### config.mk
export PLATFORM = sky130hd
export DESIGN_NAME = priority_class_task_scheduler_top_flat
export DESIGN_NICKNAME = d
export VERILOG_FILES = /design/src/pcts_pkg.sv /design/src/pcts_if.sv /design/src/pcts_cell.sv /design/src/pcts_queue.sv /design/src/priority_class_task_scheduler_top.sv /design/src/flat_wrapper.sv
export SDC_FILE = /design/constraint.sdc
export NUM_CORES = 1
export LEC_CHECK = 0
export BUFFER_PORTS_ARGS = -buffer_cell sky130_fd_sc_hd__buf_2
export CAP_MARGIN = 25
export CELL_PAD_IN_SITES_DETAIL_PLACEMENT = 1
export CELL_PAD_IN_SITES_GLOBAL_PLACEMENT = 1
export CORE_MARGIN = 2
export CORE_UTILIZATION = 45
export DETAILED_ROUTE_END_ITERATION = 8
export HOLD_SLACK_MARGIN = 0.06
export PLACE_DENSITY_LB_ADDON = 0.1
export SLEW_MARGIN = 20
export SYNTH_ARGS = -nofsm -noshare
export SYNTH_HDL_FRONTEND = slang
export SYNTH_HIERARCHICAL = 1
export SYNTH_SLANG_ARGS = --single-unit
### constraint.sdc
create_clock -name clk -period 16.1 [get_ports clk]
set_clock_uncertainty 0.15 [all_clocks]
set_input_delay 2.415 -clock clk [delete_from_list [all_inputs] [get_ports clk]]
set_output_delay 2.415 -clock clk [all_outputs]
set_load 0.1 [all_outputs]
### src/pcts_pkg.sv
`default_nettype none
package pcts_pkg;
	localparam int NUM_CONTEXTS_D = 16;
	localparam int NUM_APPS_D = 8;
	localparam int NUM_LEVELS_D = 16;
	localparam int KIND_W = 3;
	localparam int CTX_W = 4;
	localparam int APP_W = 3;
	localparam int LVL_W = 4;
	localparam int ACT_W = 2;

	localparam logic [KIND_W-1:0] K_BIND = 3'd0;
	localparam logic [KIND_W-1:0] K_ACTIVATE = 3'd1;
	localparam logic [KIND_W-1:0] K_REPORT = 3'd2;
	localparam logic [KIND_W-1:0] K_KILL = 3'd3;
	localparam logic [KIND_W-1:0] K_SETPRI = 3'd4;
	localparam logic [KIND_W-1:0] K_DISPATCH = 3'd5;
	localparam logic [KIND_W-1:0] K_FINISH = 3'd6;

	localparam logic [ACT_W-1:0] A_NONE = 2'd0;
	localparam logic [ACT_W-1:0] A_REPORT = 2'd1;
	localparam logic [ACT_W-1:0] A_RUN = 2'd2;
	localparam logic [ACT_W-1:0] A_FINAL = 2'd3;

	typedef struct packed {
		logic [KIND_W-1:0] kind;
		logic [CTX_W-1:0] context_req;
		logic [APP_W-1:0] application;
		logic [LVL_W-1:0] level;
	} req_t;

	typedef struct packed {
		logic [ACT_W-1:0] action;
		logic [CTX_W-1:0] chosen_context;
		logic status;
	} rsp_t;

	// queue cell command
	typedef struct packed {
		logic ins;
		logic del_head;
		logic del_match;
		logic sort_step;
	} qcmd_t;
endpackage
`default_nettype wire

### src/pcts_if.sv
`default_nettype none
interface pcts_if #(parameter int W = 1);
	logic valid;
	logic ready;
	logic [W-1:0] data;
	modport source(output valid, output data, input ready);
	modport sink(input valid, input data, output ready);
endinterface
`default_nettype wire

### src/pcts_cell.sv
`default_nettype none
module pcts_cell
	import pcts_pkg::*;
#(
	parameter int CW = CTX_W,
	parameter int LW = LVL_W
) (
	input wire logic clk,
	input wire logic arst_n,
	input wire qcmd_t cmd,
	input wire logic odd_phase,
	input wire logic is_odd,
	input wire logic [CW-1:0] ins_ctx,
	input wire logic [LW-1:0] ins_lvl,
	input wire logic [LW-1:0] new_lvl,
	input wire logic lvl_upd,
	input wire logic lvl_hit,
	input wire logic left_valid,
	input wire logic [CW-1:0] left_ctx,
	input wire logic [LW-1:0] left_lvl,
	input wire logic right_valid,
	input wire logic [CW-1:0] right_ctx,
	input wire logic [LW-1:0] right_lvl,
	input wire logic left_pos_ins,
	input wire logic left_del,
	input wire logic self_del,
	output logic valid,
	output logic [CW-1:0] ctx,
	output logic [LW-1:0] lvl
);
	logic valid_q;
	logic [CW-1:0] ctx_q;
	logic [LW-1:0] lvl_q;
	logic pos_ins;
	logic swap_lo, swap_hi;

	assign valid = valid_q;
	assign ctx = ctx_q;
	assign lvl = lvl_q;
	// insertion point: first slot whose level exceeds the new one, or first empty
	assign pos_ins = !valid_q || (lvl_q > ins_lvl);
	// odd-even transposition step; pair lower index = this cell when parity matches
	assign swap_lo = (is_odd == odd_phase) && valid_q && right_valid && (lvl_q > right_lvl);
	assign swap_hi = (is_odd != odd_phase) && valid_q && left_valid && (left_lvl > lvl_q);

	always_ff @(posedge clk or negedge arst_n) begin
		if (!arst_n) begin
			valid_q <= 1'b0;
		end else if (cmd.ins) begin
			if (left_pos_ins) valid_q <= left_valid;
			else if (pos_ins) valid_q <= 1'b1;
		end else if (cmd.del_head || cmd.del_match) begin
			if (left_del || self_del) valid_q <= right_valid;
		end
	end

	always_ff @(posedge clk) begin
		if (cmd.ins) begin
			if (left_pos_ins) begin
				ctx_q <= left_ctx;
				lvl_q <= left_lvl;
			end else if (pos_ins) begin
				ctx_q <= ins_ctx;
				lvl_q <= ins_lvl;
			end
		end else if (cmd.del_head || cmd.del_match) begin
			if (left_del || self_del) begin
				ctx_q <= right_ctx;
				lvl_q <= right_lvl;
			end
		end else if (cmd.sort_step) begin
			if (swap_lo) begin
				ctx_q <= right_ctx;
				lvl_q <= right_lvl;
			end else if (swap_hi) begin
				ctx_q <= left_ctx;
				lvl_q <= left_lvl;
			end
		end else if (lvl_upd && lvl_hit) begin
			lvl_q <= new_lvl;
		end
	end
endmodule
`default_nettype wire

### src/pcts_queue.sv
`default_nettype none
module pcts_queue
	import pcts_pkg::*;
#(
	parameter int N = NUM_CONTEXTS_D,
	parameter int CW = CTX_W,
	parameter int LW = LVL_W
) (
	input wire logic clk,
	input wire logic arst_n,
	input wire qcmd_t cmd,
	input wire logic odd_phase,
	input wire logic [CW-1:0] ins_ctx,
	input wire logic [LW-1:0] ins_lvl,
	input wire logic [CW-1:0] del_ctx,
	input wire logic lvl_upd,
	input wire logic [N-1:0] lvl_hit,
	input wire logic [LW-1:0] new_lvl,
	output logic head_valid,
	output logic [CW-1:0] head_ctx,
	output logic [N-1:0] slot_valid,
	output logic [N*CW-1:0] slot_ctx
);
	logic [N-1:0] v;
	logic [N-1:0] pi;
	logic [N-1:0] pf;
	logic [N-1:0] dl;
	logic [N-1:0] hit;
	logic [CW-1:0] c [N];
	logic [LW-1:0] l [N];

	assign head_valid = v[0];
	assign head_ctx = c[0];
	assign slot_valid = v;

	for (genvar i = 0; i < N; i++) begin : g_cell
		logic lv, rv, lpi, ldl;
		logic [CW-1:0] lc, rc;
		logic [LW-1:0] ll, rl;
		logic sd;
		assign slot_ctx[i*CW +: CW] = c[i];
		assign pi[i] = !v[i] || (l[i] > ins_lvl);
		assign hit[i] = v[i] && (c[i] == del_ctx);
		assign sd = cmd.del_head ? (i == 0) : hit[i];
		if (i == 0) begin : g_l
			assign lv = 1'b0; assign lc = '0; assign ll = '0;
			assign lpi = 1'b0; assign ldl = 1'b0;
			assign pf[i] = pi[i];
			assign dl[i] = sd;
		end else begin : g_l
			assign lv = v[i-1]; assign lc = c[i-1]; assign ll = l[i-1];
			assign lpi = pf[i-1]; assign ldl = dl[i-1];
			assign pf[i] = pf[i-1] || pi[i];
			assign dl[i] = dl[i-1] || sd;
		end
		if (i == N-1) begin : g_r
			assign rv = 1'b0; assign rc = '0; assign rl = '0;
		end else begin : g_r
			assign rv = v[i+1]; assign rc = c[i+1]; assign rl = l[i+1];
		end
		pcts_cell #(.CW(CW), .LW(LW)) u_cell (
			.clk, .arst_n, .cmd, .odd_phase,
			.is_odd(1'(i % 2)),
			.ins_ctx, .ins_lvl, .new_lvl, .lvl_upd,
			.lvl_hit(lvl_hit[i]),
			.left_valid(lv), .left_ctx(lc), .left_lvl(ll),
			.right_valid(rv), .right_ctx(rc), .right_lvl(rl),
			.left_pos_ins(lpi), .left_del(ldl), .self_del(sd),
			.valid(v[i]), .ctx(c[i]), .lvl(l[i])
		);
	end
endmodule
`default_nettype wire

### src/priority_class_task_scheduler_top.sv
// A re-sort follows a SETPRI for an application whose level was already set;
// the input stalls during it, and the re-sort is one odd-even step per queue
// cell through the chain of queue cells.
// The input stalls until the held response is taken.
// Reset (arst_n low): all marks, owners, levels and the queue clear at once.
`default_nettype none
module priority_class_task_scheduler_top
	import pcts_pkg::*;
#(
	parameter int NUM_CONTEXTS = NUM_CONTEXTS_D,
	parameter int NUM_APPS = NUM_APPS_D,
	parameter int NUM_LEVELS = NUM_LEVELS_D
) (
	input wire logic clk,
	input wire logic arst_n,
	pcts_if.sink req,
	pcts_if.source rsp
);
	localparam int N = NUM_CONTEXTS;
	localparam int NI = (N > 16) ? 16 : N;
	localparam int AI = (NUM_APPS > 8) ? 8 : NUM_APPS;
	localparam int CIW = (NI > 1) ? $clog2(NI) : 1;
	localparam int AIW = (AI > 1) ? $clog2(AI) : 1;
	localparam int SW = $clog2(N + 2);
	localparam logic [1:0] ST_IDLE = 2'd0;
	localparam logic [1:0] ST_SORT = 2'd1;
	localparam logic [1:0] ST_OUT = 2'd2;

	localparam int RP = 0, PR = 1, RN = 2, KL = 3, QU = 4, PD = 5;

	req_t r;
	assign r = req.data;

	logic [1:0] state_q;
	logic [SW-1:0] cnt_q;
	logic odd_q;
	logic [5:0] marks_q [NI];
	logic [APP_W-1:0] owner_q [NI];
	logic [LVL_W-1:0] alvl_q [AI];
	logic [AI-1:0] known_q;
	logic [$clog2(NI+1)-1:0] qcnt_q;
	rsp_t out_q;
	logic out_v_q;

	logic acc;
	assign req.ready = (state_q == ST_IDLE) && !out_v_q;
	assign acc = req.valid && req.ready;
	assign rsp.valid = out_v_q;
	assign rsp.data = out_q;

	logic [CTX_W-1:0] cx;
	logic [3:0] cxi;
	logic ctx_ok, app_ok;
	logic [5:0] m;
	assign cx = r.context_req;
	assign ctx_ok = 32'(cx) < NI;
	assign app_ok = 32'(r.application) < AI;
	assign cxi = ctx_ok ? 4'(cx) : 4'd0;
	assign m = marks_q[cxi[CIW-1:0]];

	function automatic logic [LVL_W-1:0] lvl_of_app(input logic [APP_W-1:0] a,
		input logic [LVL_W-1:0] lv [AI]);
		logic [LVL_W-1:0] x;
		x = '0;
		for (int k = 0; k < AI; k++) if (32'(a) == k) x = lv[k];
		return x;
	endfunction

	function automatic logic [NI-1:0] hit_any(input logic [NI-1:0] v,
		input logic [NI*CTX_W-1:0] c, input logic [CTX_W-1:0] t);
		logic [NI-1:0] h;
		for (int k = 0; k < NI; k++) h[k] = v[k] && (c[k*CTX_W +: CTX_W] == t);
		return h;
	endfunction

	logic [LVL_W-1:0] ctx_lvl;
	assign ctx_lvl = lvl_of_app(owner_q[cxi[CIW-1:0]], alvl_q);

	logic pend_any;
	logic [CTX_W-1:0] pend_idx;
	always_comb begin
		pend_any = 1'b0;
		pend_idx = '0;
		for (int k = NI-1; k >= 0; k--) begin
			if (marks_q[k][PD]) begin
				pend_any = 1'b1;
				pend_idx = CTX_W'(k);
			end
		end
	end

	qcmd_t cmd;
	logic head_v;
	logic [CTX_W-1:0] head_c;
	logic [NI-1:0] sv;
	logic [NI*CTX_W-1:0] sc;
	logic [NI-1:0] lhit;
	logic lvl_upd;
	logic [LVL_W-1:0] sat_lvl;
	assign sat_lvl = (32'(r.level) >= NUM_LEVELS) ? LVL_W'(NUM_LEVELS - 1) : r.level;

	always_comb begin
		for (int k = 0; k < NI; k++)
			lhit[k] = owner_q[sc[k*CTX_W +: CIW]] == r.application;
	end

	rsp_t nx;
	logic [5:0] nm;
	logic wr_m, do_sort, do_ins, do_delm, do_delh, do_bind;
	logic [3:0] wc;
	always_comb begin
		nx = '{action: A_NONE, chosen_context: cx, status: 1'b0};
		nm = m; wr_m = 1'b0; wc = cxi;
		do_sort = 1'b0; do_ins = 1'b0; do_delm = 1'b0; do_delh = 1'b0; do_bind = 1'b0;
		lvl_upd = 1'b0;
		case (r.kind)
			K_BIND: begin
				if (!ctx_ok || !app_ok || m != 6'd0) nx.status = 1'b1;
				else do_bind = 1'b1;
			end
			K_ACTIVATE, K_REPORT, K_KILL: begin
				if (!ctx_ok || m[KL]) nx.status = 1'b1;
				else begin
					wr_m = 1'b1;
					if (r.kind == K_ACTIVATE) nm[PR] = 1'b1;
					else if (r.kind == K_REPORT) nm[RP] = 1'b1;
					else nm[KL] = 1'b1;
					if (!m[RN]) begin
						if (r.kind == K_REPORT) nm[PD] = 1'b1;
						else if (!m[QU] && 32'(qcnt_q) < NI) begin
							nm[QU] = 1'b1; do_ins = 1'b1;
						end
					end
				end
			end
			K_SETPRI: begin
				if (!app_ok) nx.status = 1'b1;
				else begin
					lvl_upd = 1'b1;
					do_sort = known_q[r.application[AIW-1:0]];
				end
			end
			K_DISPATCH: begin
				nx.chosen_context = '0;
				if (pend_any) begin
					wc = pend_idx; wr_m = 1'b1;
					nm = marks_q[pend_idx[CIW-1:0]];
					nm[PD] = 1'b0; nm[RP] = 1'b0; nm[RN] = 1'b1;
					nx.action = A_REPORT; nx.chosen_context = pend_idx;
				end else if (head_v) begin
					wc = head_c; wr_m = 1'b1; do_delh = 1'b1;
					nm = marks_q[head_c[CIW-1:0]];
					nm[QU] = 1'b0; nm[PR] = 1'b0; nm[RN] = 1'b1;
					nx.action = A_RUN; nx.chosen_context = head_c;
				end
			end
			K_FINISH: begin
				if (!ctx_ok || !m[RN]) nx.status = 1'b1;
				else begin
					wr_m = 1'b1; nm[RN] = 1'b0;
					if (m[RP]) nm[PD] = 1'b1;
					else if (m[PR]) begin
						if (!m[QU] && 32'(qcnt_q) < NI) begin
							nm[QU] = 1'b1; do_ins = 1'b1;
						end
					end else if (m[KL]) begin
						nm = '0; do_delm = 1'b1; nx.action = A_FINAL;
					end
				end
			end
			default: nx.status = 1'b1;
		endcase
	end

	always_comb begin
		cmd = '0;
		if (acc) begin
			cmd.ins = do_ins;
			cmd.del_head = do_delh;
			cmd.del_match = do_delm;
		end else if (state_q == ST_SORT) begin
			cmd.sort_step = 1'b1;
		end
	end

	pcts_queue #(.N(NI), .CW(CTX_W), .LW(LVL_W)) u_queue (
		.clk, .arst_n, .cmd, .odd_phase(odd_q),
		.ins_ctx(cx), .ins_lvl(ctx_lvl), .del_ctx(cx),
		.lvl_upd(acc && lvl_upd), .lvl_hit(lhit), .new_lvl(sat_lvl),
		.head_valid(head_v), .head_ctx(head_c),
		.slot_valid(sv), .slot_ctx(sc)
	);

	always_ff @(posedge clk or negedge arst_n) begin
		if (!arst_n) begin
			state_q <= ST_IDLE;
			cnt_q <= '0;
			odd_q <= 1'b0;
			out_v_q <= 1'b0;
			known_q <= '0;
			qcnt_q <= '0;
			for (int k = 0; k < NI; k++) begin
				marks_q[k] <= '0;
				owner_q[k] <= '0;
			end
			for (int k = 0; k < AI; k++) alvl_q[k] <= '0;
		end else begin
			if (rsp.valid && rsp.ready) out_v_q <= 1'b0;
			case (state_q)
				ST_IDLE: begin
					if (acc) begin
						out_q <= nx;
						if (wr_m) marks_q[wc[CIW-1:0]] <= nm;
						if (do_bind) owner_q[cxi[CIW-1:0]] <= r.application;
						if (lvl_upd) begin
							alvl_q[r.application[AIW-1:0]] <= sat_lvl;
							known_q[r.application[AIW-1:0]] <= 1'b1;
						end
						if (do_ins) qcnt_q <= qcnt_q + 1'b1;
						if ((do_delh && head_v) || (do_delm && |(sv & hit_any(sv, sc, cx))))
							qcnt_q <= qcnt_q - 1'b1;
						if (do_sort) begin
							state_q <= ST_SORT;
							cnt_q <= '0;
							odd_q <= 1'b0;
						end else begin
							out_v_q <= 1'b1;
						end
					end
				end
				ST_SORT: begin
					odd_q <= !odd_q;
					cnt_q <= cnt_q + 1'b1;
					if (32'(cnt_q) == NI-1) begin
						state_q <= ST_IDLE;
						out_v_q <= 1'b1;
					end
				end
				default: state_q <= ST_IDLE;
			endcase
		end
	end

	a_sort_blocks: assert property (@(posedge clk) disable iff (!arst_n)
		(state_q == ST_SORT) |-> !req.ready)
		else $error("request taken during re-sort");
	a_qcnt: assert property (@(posedge clk) disable iff (!arst_n)
		32'(qcnt_q) == $countones(sv))
		else $error("queue count mismatch");
	a_rsp_once: assert property (@(posedge clk) disable iff (!arst_n)
		acc |=> !req.ready)
		else $error("new request before response taken");
endmodule
`default_nettype wire

### src/flat_wrapper.sv
// flat-port wrapper written by rule: the top's interface ports become plain ports
module priority_class_task_scheduler_top_flat import pcts_pkg::*;
#(
	parameter int NUM_CONTEXTS = NUM_CONTEXTS_D,
	parameter int NUM_APPS = NUM_APPS_D,
	parameter int NUM_LEVELS = NUM_LEVELS_D
)
  (clk, arst_n, req_valid, req_data, req_ready, rsp_valid, rsp_data, rsp_ready);
  pcts_if #(.W($bits(req_t))) req_i ();
  pcts_if #(.W($bits(rsp_t))) rsp_i ();
  input wire logic clk;
  input wire logic arst_n;
  input wire logic [$bits(req_i.valid)-1:0] req_valid;
  input wire logic [$bits(req_i.data)-1:0] req_data;
  output wire logic [$bits(req_i.ready)-1:0] req_ready;
  output wire logic [$bits(rsp_i.valid)-1:0] rsp_valid;
  output wire logic [$bits(rsp_i.data)-1:0] rsp_data;
  input wire logic [$bits(rsp_i.ready)-1:0] rsp_ready;
  assign req_i.valid = req_valid;
  assign req_i.data = req_data;
  assign req_ready = req_i.ready;
  assign rsp_valid = rsp_i.valid;
  assign rsp_data = rsp_i.data;
  assign rsp_i.ready = rsp_ready;
  priority_class_task_scheduler_top #(.NUM_CONTEXTS(NUM_CONTEXTS), .NUM_APPS(NUM_APPS), .NUM_LEVELS(NUM_LEVELS)) u_core (.clk(clk), .arst_n(arst_n), .req(req_i), .rsp(rsp_i));
endmodule
==> results.txt, run 1 <==
- The worst setup path is captured at a flip-flop.
- Number of vias per cell: 6.902
- Routability-driven placement finished with a final weighted congestion of 0.8995.
- In this run the most critical hold path is launched from u_core/known_q[1]$_DFFE_PN0P_.
- Data arrival time at the worst-slack endpoint: 9.99 ns
* Max Clk Rate: 102.2 MHz
* Worst skew pair latency: 0.64 ns
- Number of enable flip-flop cells after synthesis: 135
* Synthesis-to-finish area growth: 5.709%
* Classification of the worst setup path: in2reg
* Launching point of the worst reg2reg path: u_core/owner_q[18]$_DFFE_PN0P_
- Dominant cell type by count on the critical path: sky130_fd_sc_hd__mux4_2
* Post-route clock period utilization: 0.6076
- Mapped Area: 0.03818 mm²
- Clock-pin transition on the worst setup and hold timing paths: 0.06 ns
- CP Max Fanout: 53
- Worst min-delay path endpoint: u_core/known_q[1]$_DFFE_PN0P_
* #FFs+latches synth: 348
- Sum of negative setup slack: 0 ns
- Measured in cells, the most critical reg-to-reg path has a length of 16.
* Total Die Area: 0.08718 mm²
- After floorplanning, the core was divided into 106 placement rows.
- Buffers added to address setup during post-CTS repair amount to 0.
- Worst hold path depth: 1
- The final layout contains routed wiring with a total length of 144,500 µm.
- Minimum clock period: 9.783 ns
- Once detailed placement completed, the half-perimeter wirelength came to 95,040 µm.
* Path type of the worst min-delay path: reg2reg
- Input and output buffers added on the ports amount to 26.
* Most area-hungry cell type in the Yosys netlist: sky130_fd_sc_hd__mux4_2
- After filler insertion, the fill cell instance count of the layout stands at 9,339.
* Wire length of the first global-routing pass: 220,100 µm
- Pins Over Slew Limit: 0
- Gates resized, CTS repair: 0
- Remaining Overflow, GRT: 0
* Number of antenna violations at the first check in global routing: 4
- Top flip-flop cell by instance count after synthesis: sky130_fd_sc_hd__dfrtp_1
- At the pin with the least slew margin, the transition time is 1.133 ns.
- Number of buffers added by the clock tree synthesis step: 44
- Measured against its own limit, the worst slew margin works out to 0.2379.
- Slowest cell delay on critical path: 0.82 ns
* Ordered cell list for the critical path: buf_4, mux4_2, mux4_2, mux4_2, mux2_2, buf_4, inv_1, ha_1, nor2b_4, a2111oi_4, o21ai_2, nor4_4, nand4_1, nand4b_1, nand3b_1, o22ai_1, nor3_1
* Cell with the biggest individual delay on the critical path: sky130_fd_sc_hd__nand4b_1
- Post-Synthesis Cells: 3,876
- Routed wire per std cell: 29.45 µm
- Core outline area: 0.08382 mm²
- Aggregate global-route resource usage: 0.3293
- Clock Path Buffers: 3
- Mean cell area of the mapped netlist: 9.850 µm²
- Clock root cell: sky130_fd_sc_hd__clkbuf_16
- For this configuration, the core starts out at a cell density of 0.4555.
- Commonest non-fill, non-tap cell in the layout: sky130_fd_sc_hd__mux4_2
- After clock tree synthesis, the flow added hold-fix buffers numbering 0.
- Post-placement cell area: 0.03867 mm²
- Entering global routing, the biggest net connects 204 pins.
- Setup repair after global routing missed its margin: no
* FF-to-FF End: u_core/u_queue/g_cell[15].u_cell/ctx[0]$_DFFE_PP_
- # IOs: 27
- Worst reg2reg setup slack: 7.78 ns
- The netlist uses 99 different library cells.
* Leading cell types in the layout, fill and taps excluded: 293 x sky130_fd_sc_hd__mux4_2, 258 x sky130_fd_sc_hd__inv_1, 257 x sky130_fd_sc_hd__ha_1
- Clock Sink Count: 348
- Chip height: 295.3 µm
* Clock H-tree levels: 2
- First drt pass iteration count: 5
- Power spread over the standard cell area amounts to 91.98 mW/mm².
- Count of endpoints failing hold in the final timing report: 0
- In the final layout, the share of cells above drive strength 1 is 0.1917.
* Outcome: complete, no violations
* Cells taking the most area after synthesis: sky130_fd_sc_hd__mux4_2 17%, sky130_fd_sc_hd__dfrtp_1 14%, sky130_fd_sc_hd__edfxtp_1 11%
- In the final design database the tool counted 4,011 nets.
- Number of nets with antenna violations after routing: 0
- The worst-case IR drop observed on VDD is 76.08 µV.
- Setup violations remaining at the end of the flow were counted as 0.
* CTS tree: yes
- Total via count after detailed routing: 33,860
- Of the post-synthesis cell area, the dominant cell type holds 0.1728.
- For this run, the number of Yosys warnings is 6.
* Die width: 295.3 µm
* Sequential cell area fraction in the yosys report: 0.2458
- Share of async-settable or async-resettable flops after synthesis: 0.6121
- The number of global-route vias before repair came to 35,570.
- Data on the critical path is required at its endpoint by 16.30 ns.
- Total of max-cap violations: 0
- Startpoint type of the worst setup path: input pin
- The detailed router finished its first iteration with 2,861 violations.
* Leak Pwr: 15.97 nW
- Finished Cell Area: 0.04036 mm²
* Total DRC errors in the routed layout: 0
[Yosys cell counts (62+ instances only)]
| library cell | count |
|---|---|
| sky130_fd_sc_hd__ha_1 | 257 |
| sky130_fd_sc_hd__a211oi_1 | 84 |
| sky130_fd_sc_hd__nor3_1 | 153 |
| sky130_fd_sc_hd__dfrtp_1 | 213 |
| sky130_fd_sc_hd__nand3_1 | 102 |
| sky130_fd_sc_hd__edfxtp_1 | 135 |
| sky130_fd_sc_hd__or3_1 | 70 |
| sky130_fd_sc_hd__mux4_2 | 293 |
| sky130_fd_sc_hd__nand2b_1 | 87 |
| sky130_fd_sc_hd__nand2_1 | 236 |
| sky130_fd_sc_hd__a32o_1 | 65 |
| sky130_fd_sc_hd__a21oi_1 | 151 |
| sky130_fd_sc_hd__inv_1 | 258 |
| sky130_fd_sc_hd__o22ai_1 | 62 |
| sky130_fd_sc_hd__xor2_1 | 116 |
| sky130_fd_sc_hd__mux2_2 | 97 |
| sky130_fd_sc_hd__buf_2 | 84 |
| sky130_fd_sc_hd__nor2_1 | 156 |
| sky130_fd_sc_hd__clkbuf_1 | 126 |
| sky130_fd_sc_hd__nor2b_1 | 62 |
| sky130_fd_sc_hd__o211ai_1 | 152 |
| sky130_fd_sc_hd__o21ai_0 | 195 |
| sky130_fd_sc_hd__nand4_1 | 66 |
[worst max-delay path, delay by kind of cell]
family                     cells  cell delay, ns
and+or+nand+nor                6            2.77
muxes                          4            1.77
buffers and inverters          3            1.71
AOI/OAI and AO/OA              3            0.83
adders and majority gates      1            0.39
[through the flow]
stage          power, mW    util  instances  worst slack, ns  hold WS, ns
6_report           3.712  0.4815       4906            6.317       0.3195
5_1_grt            3.899  0.4814       4905            6.087       0.3275
3_3_place_gp       2.563  0.4612       4809            6.023       0.2992
2_1_floorplan      2.236       -       3933            5.702       0.2840
3_5_place_dp       2.658  0.4613       4811            5.833       0.3016
4_1_cts            3.696  0.4787       4893            6.424       0.3190
[cell families after synthesis]
family | share of synthesized area
and+or+nand+nor | 0.1809
AOI/OAI and AO/OA | 0.1641
buffers and inverters | 0.07108
muxes | 0.2162
DFF | 0.2458
adders and majority gates | 0.08475
xor gates and xnor gates | 0.03694
other | 0.0001967
[routing by layer]
metal	vias to the layer above	global-route usage	wire (µm)
met2	1465	0.5463	69080
li1	14600	-	-
met4	6	0.1509	6872
met5	-	0	44
met1	17380	0.4198	57650
met3	419	0.05706	10820
[how the worst max path moves through the flow]
stage	start	endpoint	slack [ns]	cells past startpoint
3_3_place_gp	req_data[8]	u_core/u_queue/g_cell[15].u_cell/ctx[0]$_DFFE_PP_	6.02	17
6_report	req_data[8]	u_core/u_queue/g_cell[15].u_cell/ctx[0]$_DFFE_PP_	6.32	17
4_1_cts	req_data[8]	u_core/u_queue/g_cell[15].u_cell/ctx[0]$_DFFE_PP_	6.42	17
5_1_grt	req_data[8]	u_core/u_queue/g_cell[15].u_cell/ctx[2]$_DFFE_PP_	6.09	17
2_1_floorplan	req_data[7]	u_core/u_queue/g_cell[10].u_cell/ctx[0]$_DFFE_PP_	5.70	20
3_5_place_dp	req_data[8]	u_core/u_queue/g_cell[15].u_cell/ctx[2]$_DFFE_PP_	5.83	17
[state kept, by name (all words and copies together), names as in the netlist]
signal and flops:
u_core/odd_q 1, u_core/rsp.data 7, u_core/known_q 8, u_core/state_q 1
u_core/rsp.valid 1, u_core/alvl_q 32, u_core/marks_q 96, u_core/u_queue/g_cell.u_cell/valid 16
u_core/cnt_q 5, u_core/u_queue/g_cell.u_cell/lvl 64, u_core/owner_q 48, u_core/u_queue/g_cell.u_cell/ctx 64
u_core/qcnt_q 5
[final cells by class]
class                      instances  area, µm²  area share
multi-input combinational       2995      26370      0.6534
sequential                       348       9388      0.2326
tap                             1134       1419     0.03516
clock buffer                      63       1254     0.03106
inverter                         260      975.9     0.02418
timing repair buffer              86      750.7     0.01860
clock inverter                    19      200.2    0.004960
antenna                            1      2.502  0.00006201
[power breakdown]
group          internal [mW]  leakage (nW)  switching (mW)
clock                  0.580         0.721           0.452
sequential              1.04          4.05           0.217
combinational          0.575          11.2           0.846
total                   2.20          16.0            1.52
Note: power is estimated with default switching activity, not from simulation.
==> inputs of run 2 (changes only) <==
- clock period: 16.1 -> 10.2 ns (I/O delays scaled with it)
==> results.txt, run 2 (synthesis results as in run 1) <==
* Outcome: complete, no violations
- The pre-antenna-repair detailed-routing pass consisted of 5 iterations.
- On the critical path, the stage with the largest delay is an instance of sky130_fd_sc_hd__nand4b_1.
- In the layout the commonest cells are 293 x sky130_fd_sc_hd__mux4_2, 258 x sky130_fd_sc_hd__inv_1, 257 x sky130_fd_sc_hd__ha_1.
- In the final layout, the share of cells above drive strength 1 is 0.2018.
- End of the critical path: u_core/u_queue/g_cell[15].u_cell/ctx[1]$_DFFE_PP_
* Worst slew pin tran: 1.048 ns
- Leak Pwr: 16.24 nW
- The clock passes through at most 3 buffers.
* Wire length of the first global-routing pass: 223,900 µm
- Synthesis-to-finish area growth: 6.912%
- Final core area utilization: 0.4870
- Summed over all layers, the global routing overflow is 0.
- Data on the critical path arrives at its endpoint at 8.45 ns.
- Leaving out fill and tap cells, the most frequent cell in the layout is sky130_fd_sc_hd__mux4_2.
* Minimum clock period: 8.260 ns
* Register with the most flip-flops: u_core/marks_q
* Clock Sink Count: 348
- For this design the top-level I/O count stands at 27.
- Measured against its own limit, the worst slew margin works out to 0.2951.
* Total of max-cap violations: 0
- CP Max Fanout: 33
* Chip height: 295.3 µm
* Number of buffers inserted by hold repair at cts: 0
* GP Congestion: 0.8959
* Worst Setup Slack, final: 1.940 ns
- Vias in the first global route: 36,350
- Total Die Area: 0.08718 mm²
- Timing would allow up to 121.1 MHz.
* Initial cell density of the core: 0.4555
- For this design the ratio of total power to cell area is 148.6 mW/mm².
- Number of vias per cell: 6.928
- TritonCTS built the clock tree.
- Pins Over Slew Limit: 0
- The most critical setup path has its startpoint at req_data[7].
* Core outline area: 0.08382 mm²
- For the worst setup path, the data required time is 10.39 ns.
- The register with the most flip-flops in the layout has 96 of them.
- The detail route stage leaves a number of antenna-violating nets equal to 0.
- The largest single stage delay on the critical path is 0.84 ns.
- Routed wire per std cell: 29.74 µm
- In this run the post-CTS setup repair buffer count came out at 0.
- HPWL Detailed: 96,070 µm
* Detailed Route Iter0 Violations: 2,827
- Largest net degree at the start of global routing: 168
- Number of antenna violations at the first check in global routing: 5
- Total DRC errors in the routed layout: 0
* Die width: 295.3 µm
- Before CTS, the worst setup slack after placement is 1.484 ns.
- Number of buffers added by the clock tree synthesis step: 45
- VDD IR-drop max: 140.6 µV
- The detailed router placed 34,230 vias in this run.
- The number of buffers and inverters on the critical path is 3.
- STA classifies the critical path endpoint as a flip-flop.
- The hold violation count in the final report is 0.
- Clock root cell: sky130_fd_sc_hd__clkbuf_16
- For the final routed database, the setup TNS stands at 0 ns.
- FF-to-FF End: u_core/u_queue/g_cell[15].u_cell/ctx[1]$_DFFE_PP_
* Core Rows: 106
* Clock-pin transition on the worst setup and hold timing paths: 0.06 ns
- The design draws 6.064 mW.
- Counting cells, the worst reg-to-reg path comes to 17.
- Aggregate global-route resource usage: 0.3339
- Post-route clock period utilization: 0.8098
- In this run the critical register-to-register path is launched from u_core/owner_q[43]$_DFFE_PN0P_.
* Gates resized, CTS repair: 0
- Walking the worst path, the cells encountered are buf_4, mux4_2, mux4_2, mux2_2, o21ai_0, o221ai_2, inv_1, buf_4, ha_1, a21oi_1, a41o_1, nand3_1, nor4_4, nand4_1, nand4b_1, nand3b_1, o22ai_1, nor3_1.
- The count of cells in the finished layout, fillers not included, comes to 4,941.
- During placement, the flow inserted port buffers numbering 26.
* Path type of the worst min-delay path: reg2reg
- Setup violations remaining at the end of the flow were counted as 0.
- Total number of cells along the worst setup path: 18
- By startpoint and endpoint, the worst setup path is classified as in2reg.
* Worst skew pair latency: 0.63 ns
* Clock H-tree levels: 2
- Setup repair after global routing missed its margin: no
* Final wirelength: 146,900 µm
- In this design, the largest share of critical-path delay is due to simple AND/OR/NAND/NOR gates.
- Post-layout net count: 4,044
- Worst reg2reg setup slack: 2.62 ns
* Startpoint type of the worst setup path: input pin
* Number of placed instances, taps included: 4,843
[run 2: how the worst min path moves through the flow]
| stage | from | to | slack, ns | cells past startpoint |
|---|---|---|---|---|
| global placement | u_core/known_q[1]$_DFFE_PN0P_ | u_core/known_q[1]$_DFFE_PN0P_ | 0.30 | 1 |
| finish | u_core/known_q[3]$_DFFE_PN0P_ | u_core/known_q[3]$_DFFE_PN0P_ | 0.33 | 1 |
| global route | u_core/known_q[2]$_DFFE_PN0P_ | u_core/known_q[2]$_DFFE_PN0P_ | 0.35 | 1 |
| CTS | u_core/known_q[3]$_DFFE_PN0P_ | u_core/known_q[3]$_DFFE_PN0P_ | 0.32 | 1 |
| floorplan | u_core/known_q[1]$_DFFE_PN0P_ | u_core/known_q[1]$_DFFE_PN0P_ | 0.28 | 1 |
| detailed placement | u_core/known_q[3]$_DFFE_PN0P_ | u_core/known_q[3]$_DFFE_PN0P_ | 0.31 | 1 |
[run 2: where the power goes]
part / switching [mW] / internal, mW
combinational: 1.38 / 0.917
clock: 0.735 / 1.07
sequential: 0.316 / 1.64
total: 2.43 / 3.64
[run 2: per-stage QoR]
stage | cell area, µm² | hold WS, ns
floorplan | 38390 | 0.2840
global placement | 38920 | 0.3011
detailed placement | 38920 | 0.3062
CTS | 40610 | 0.3239
global route | 40810 | 0.3456
finish | 40820 | 0.3261
[run 2: worst reg2reg max path: cells and delay by family, from the launching register on]
family / cells / cell delay (ns)
buffers and inverters: 2 / 0.83
multiplexers: 3 / 1.59
adder cells (fa/ha/maj): 1 / 0.31
AO/OA/AOI/OAI: 5 / 0.96
flip-flops: 1 / 0.76
AND/OR/NAND/NOR: 6 / 2.72
[run 2: layout make-up]
class,instances,area (µm²)
Tap cell,1134,1419
Clock inverter,28,354.1
Inverter,260,975.9
Clock buffer,56,1336
Sequential cell,348,9388
Fill cell,9306,43000
Multi-Input combinational cell,2995,26360
Timing Repair Buffer,118,982.2
Antenna cell,2,5.005
[run 2: per-layer routing]
metal  track usage  routed length (µm)  up-vias
met5             0                  33        -
met3       0.05187               10610      445
met4        0.1461                6763        6
li1              -                   -    14660
met1        0.4251               58510    17530
met2        0.5624               71030     1585
